**config.mk**
```make
export PLATFORM = sky130hd
export DESIGN_NAME = tbmr_controller
export DESIGN_NICKNAME = d
export VERILOG_FILES = /design/src/rtl/tbmr_pkg.sv /design/src/rtl/tbmr_controller.sv
export SDC_FILE = /design/constraint.sdc
export NUM_CORES = 1
export LEC_CHECK = 0
export BUFFER_PORTS_ARGS = -buffer_cell sky130_fd_sc_hd__buf_2
export CAP_MARGIN = 10
export CORE_AREA = 2 2 39 41
export CTS_CLUSTER_DIAMETER = 40
export DETAILED_ROUTE_END_ITERATION = 6
export DIE_AREA = 0 0 41 43
export HOLD_SLACK_MARGIN = 0.12
export PLACE_DENSITY = 0.37
export SLEW_MARGIN = 5
export SYNTH_ARGS = -nofsm -noshare
export SYNTH_HDL_FRONTEND = slang
export SYNTH_SLANG_ARGS = --single-unit
```
**constraint.sdc**
```tcl
create_clock -name clock -period 1.1 [get_ports clock]
set_input_delay 0.165 -clock clock [delete_from_list [all_inputs] [get_ports clock]]
set_output_delay 0.165 -clock clock [all_outputs]
set_load 0.005 [all_outputs]
```
**src/rtl/tbmr_pkg.sv**
```systemverilog
// Shared types and constants of the time-bucketed min/max ring.
// Used by every module of the block; depends on nothing else.
package tbmr_pkg;

   localparam int DEF_RING_DEPTH = 64;
   localparam int DEF_VALUE_BITS = 32;

   localparam int IN_W      = 32;
   localparam int TS_W      = 32;
   localparam int OUT_W     = 32;
   localparam int HELD_W    = 7;
   localparam int GROUP_W   = 16;
   localparam int RING_W    = 7;
   localparam int CSR_IDX_W = 1;
   localparam int CSR_DAT_W = 16;
   localparam int DIV_CNT_W = $clog2(TS_W);

   localparam logic [GROUP_W-1:0] GROUP_RESET = GROUP_W'(1);
   localparam logic [RING_W-1:0]  RING_RESET  = RING_W'(64);

   typedef enum logic [CSR_IDX_W-1:0] {
      CSR_GROUP_SECONDS = 1'b0,
      CSR_RING_ENTRIES  = 1'b1
   } csr_index_type;

   typedef enum logic [2:0] {
      ST_IDLE,
      ST_DIV,
      ST_LOOK,
      ST_SCAN,
      ST_DRAIN,
      ST_EMIT
   } state_type;

   typedef struct packed {
      logic load;
      logic rd_newest;
      logic decide;
      logic scan_start;
      logic scan_step;
      logic emit;
   } cmd_type;

   typedef struct packed {
      logic div_done;
      logic scan_last;
      logic out_free;
   } status_type;

endpackage

```
**src/rtl/tbmr_controller.sv**
```systemverilog
// Sequencing state machine: accept, divide, merge or open, scan, emit.
// Uses tbmr_pkg for the state, command and status types.
module tbmr_controller (
   input  logic                 clock,
   input  logic                 reset,
   input  logic                 req_valid,
   input  tbmr_pkg::status_type status,
   output tbmr_pkg::cmd_type    cmd,
   output logic                 idle
);
   import tbmr_pkg::*;

   state_type state_ff, state_in;

   always_comb begin
      state_in = state_ff;
      unique case (state_ff)
         ST_IDLE: begin
            if (req_valid) begin
               state_in = ST_DIV;
            end
         end
         ST_DIV: begin
            if (status.div_done) begin
               state_in = ST_LOOK;
            end
         end
         ST_LOOK:  state_in = ST_SCAN;
         ST_SCAN: begin
            if (status.scan_last) begin
               state_in = ST_DRAIN;
            end
         end
         ST_DRAIN: state_in = ST_EMIT;
         ST_EMIT: begin
            if (status.out_free) begin
               state_in = ST_IDLE;
            end
         end
         default:  state_in = ST_IDLE;
      endcase
   end

   always_comb begin
      cmd  = '0;
      idle = 1'b0;
      unique case (state_ff)
         ST_IDLE: begin
            idle     = 1'b1;
            cmd.load = req_valid;
         end
         ST_DIV:   cmd.rd_newest = 1'b1;
         ST_LOOK: begin
            cmd.decide     = 1'b1;
            cmd.scan_start = 1'b1;
         end
         ST_SCAN:  cmd.scan_step = 1'b1;
         ST_DRAIN: ;
         ST_EMIT:  cmd.emit = status.out_free;
         default:  ;
      endcase
   end

   always_ff @(posedge clock) begin
      if (reset) begin
         state_ff <= ST_IDLE;
      end else begin
         state_ff <= state_in;
      end
   end

endmodule

```
==> qor.yml <==
outcome: "finished with violations"
violations: "setup timing"
layout_top_registers: "state_ff x3"
cell_internal_pwr_uw: 320
die_y_microns: 43
swShare: 0.260
fmax_ghz: 0.812
final_hold_viol_count: 0
period_minus_slack_ns: 1.23
floorplan.die_area_sq_mm: 0.00176
power.density_mw_per_mm2: 1160
p_switching_uw: 112
finalCritPeriodShare: 1.12
final.setup_skew_ns: 0.00101
drv_cap: 0
cell_taking_the_most_area_after_synthesis: "sky130_fd_sc_hd__dfxtp_1"
antenna_left: 0
count_of_port_buffers_added_during_placement: 12
timing.hold.ws_ns: 0.136
std_cell_rows: 14
synth.top_cells.by_area: "sky130_fd_sc_hd__dfxtp_1 (28%), sky130_fd_sc_hd__buf_6 (11%), sky130_fd_sc_hd__a22oi_1 (7.0%)"
grt_usage: 0.0904
synth_seq_area_share: 0.281
cp-end-kind: "output pin"
globalRouteOverflowTotal: 0
timing.final.ws_setup_ns: -0.132
numClockSinks: 3
route.detailed.vias_per_inst: 4.31
cts_tree: "done"
post_synth_edffs: 0
ir_drop_uv: 670
numCtsBuffers: 3
synth_ff_type: "sky130_fd_sc_hd__dfxtp_1"
synth_most_common_cell: "sky130_fd_sc_hd__dfxtp_1"
regToRegSetupSlack_ns: -0.05
rsz0062_at_grt: "yes"
insertedDiodeCount: 0
layout.nets: 49
wirelength_microns: 592
syn_avg_cell_area_sq_um: 8.56
timing.critical_path.fanout_max: 9
synthArstFlopShare: 0
detail_route.drc_violations: 0
setup_viol_count_final: 8
boundaryPins: 13
floorplan.initialDensity: 0.155
yosysWarnings: 0
area.growth.synth_to_final_pct: 74.9
min_path_type: "input port to register"
placement.setup.worst_slack_ns: -0.0788
cts_max_level: 1
share_seq_of_total_power: 0.311
detailroute.via_count: 250
grt_pass1_wl_microns: 1050
power_frac_clock: 0.433
startpoint_type: "register"
postSynthRegisterBits: 3
setup_total_negative_slack_ns: -0.628
relSlewSlack: 0.766
logic_gate_share_of_total_power: 0.257
clockRootBuffer: "sky130_fd_sc_hd__clkbuf_4"
grt_max_degree: 10
finalPower_uw: 432
die_x_microns: 41
critPathKind: "register to output pin"
grt_antenna_before_repair: 0
max-clock-path-buffers: 2
first_pass_iters: 3
gp_congestion: 0.794
worstPathRequired_ns: 0.94
timing_max_transition_violations_final: 0
synth_top_cell_area_share: 0.281
synthesis.instances: 25
crit_arrival_ns: 1.07
first_global_vias: 266
mean_routed_wirelength_per_cell_microns: 10.2
cts_hold_buffers: 0
synth_area_sq_um: 214
mappedNetlistNets: 31
first_iter_violations: 2
yosysUniqueCellTypes: 18
layout_cell_share_with_drive_strength_beyond_1: 0.714
power_leakage_nw: 0.175
largest_register: "state_ff"
insertion_delay_ns: 0.23
largest_register_ff_count: 3
core-area_sq_mm: 0.00138
transition_time_of_the_tightest_slew_check_pin_ns: 0.348
clock_transition_at_the_register_clock_pins_on_the_worst_setup_and_hold_paths_after_cts_ns: 0.03
## power by group through the flow
stage / sequential (mW) / clock [mW] / combinational (mW)
finish: 0.134 / 0.187 / 0.111
global route: 0.137 / 0.210 / 0.123
CTS: 0.134 / 0.197 / 0.108
detailed placement: 0.133 / 0 / 0.0840
global placement: 0.133 / 0 / 0.0836
floorplan: 0.121 / 0 / 0.0649
## metrics by stage
stage | cell area, sq um | instances | utilization
6_report | 374 | 58 | 0.270
5_1_grt | 374 | 58 | 0.270
4_1_cts | 354 | 57 | 0.256
3_5_place_dp | 275 | 51 | 0.199
3_3_place_gp | 275 | 51 | 0.199
2_1_floorplan | 214 | 25 | -
## layout by cell type, fill, tap and decap left out
master,Yosys,routed
sky130_fd_sc_hd__a2111oi_2,0,1
sky130_fd_sc_hd__and2_1,1,1
sky130_fd_sc_hd__dfxtp_2,0,1
sky130_fd_sc_hd__a21oi_1,1,1
sky130_fd_sc_hd__nor2b_1,2,1
sky130_fd_sc_hd__buf_4,1,2
sky130_fd_sc_hd__clkbuf_1,1,1
sky130_fd_sc_hd__buf_6,2,4
sky130_fd_sc_hd__clkbuf_4,0,3
sky130_fd_sc_hd__nor3_4,0,1
sky130_fd_sc_hd__nor3b_2,0,1
sky130_fd_sc_hd__a22oi_1,2,2
sky130_fd_sc_hd__nand2_1,1,1
sky130_fd_sc_hd__and3b_2,1,1
sky130_fd_sc_hd__nor2_1,1,1
sky130_fd_sc_hd__a22o_1,1,1
sky130_fd_sc_hd__dfxtp_4,0,2
sky130_fd_sc_hd__nor3b_1,2,1
sky130_fd_sc_hd__and3_2,1,1
sky130_fd_sc_hd__buf_2,0,11
sky130_fd_sc_hd__nor2_2,1,1
sky130_fd_sc_hd__nor2b_2,0,1
sky130_fd_sc_hd__nor3_1,2,1
sky130_fd_sc_hd__nor4_1,1,1
## routing by layer
layer | wire (microns) | part of all wire | global-route usage | vias up
met5 | 0 | 0 | 0 | -
met4 | 0 | 0 | 0.0267 | 0
met3 | 28 | 0.047 | 0.0628 | 0
met2 | 341 | 0.58 | 0.144 | 7
met1 | 222 | 0.38 | 0.0900 | 118
li1 | - | - | - | 125
## path summary, 6_finish.rpt
check / startpoint / endpoint / cells past startpoint
worst min-delay path: reset / state_ff[0]$_SDFFE_PP0P_ / 2
worst max register to register: state_ff[2]$_SDFFE_PP0P_ / state_ff[0]$_SDFFE_PP0P_ / 4
worst min register to register: state_ff[0]$_SDFFE_PP0P_ / state_ff[0]$_SDFFE_PP0P_ / 1
worst max-delay path: state_ff[0]$_SDFFE_PP0P_ / cmd[0] / 3
## kinds of logic after synthesis
| group | Yosys count | synth area share |
|---|---|---|
| buf+inv | 4 | 0.158 |
| simple gates | 13 | 0.380 |
| flops | 3 | 0.281 |
| compound gates | 5 | 0.181 |
## critical path, cell delays in order (launching register included)
cell and delay (ns):
sky130_fd_sc_hd__dfxtp_4 0.37, sky130_fd_sc_hd__nor2b_2 0.16, sky130_fd_sc_hd__and3_2 0.19, sky130_fd_sc_hd__buf_2 0.12
## repair_timing
item | 4_1_cts | 5_1_grt
gates resized for setup | 11 | 3
cloned | 0 | 0
buffers inserted | 2 | 1
setup endpoints to repair | 8 | 9
pin swaps | 3 | 2
## final cells by class
| cell class | count | area [sq um] |
|---|---|---|
| fillers | 160 | 1010 |
| clock buffers | 4 | 26.3 |
| flip-flops and latches | 3 | 68.8 |
| multi-input cells | 18 | 144 |
| repair buffers | 17 | 115 |
| well taps | 16 | 20.0 |
Note: power is estimated with default switching activity, not from simulation.
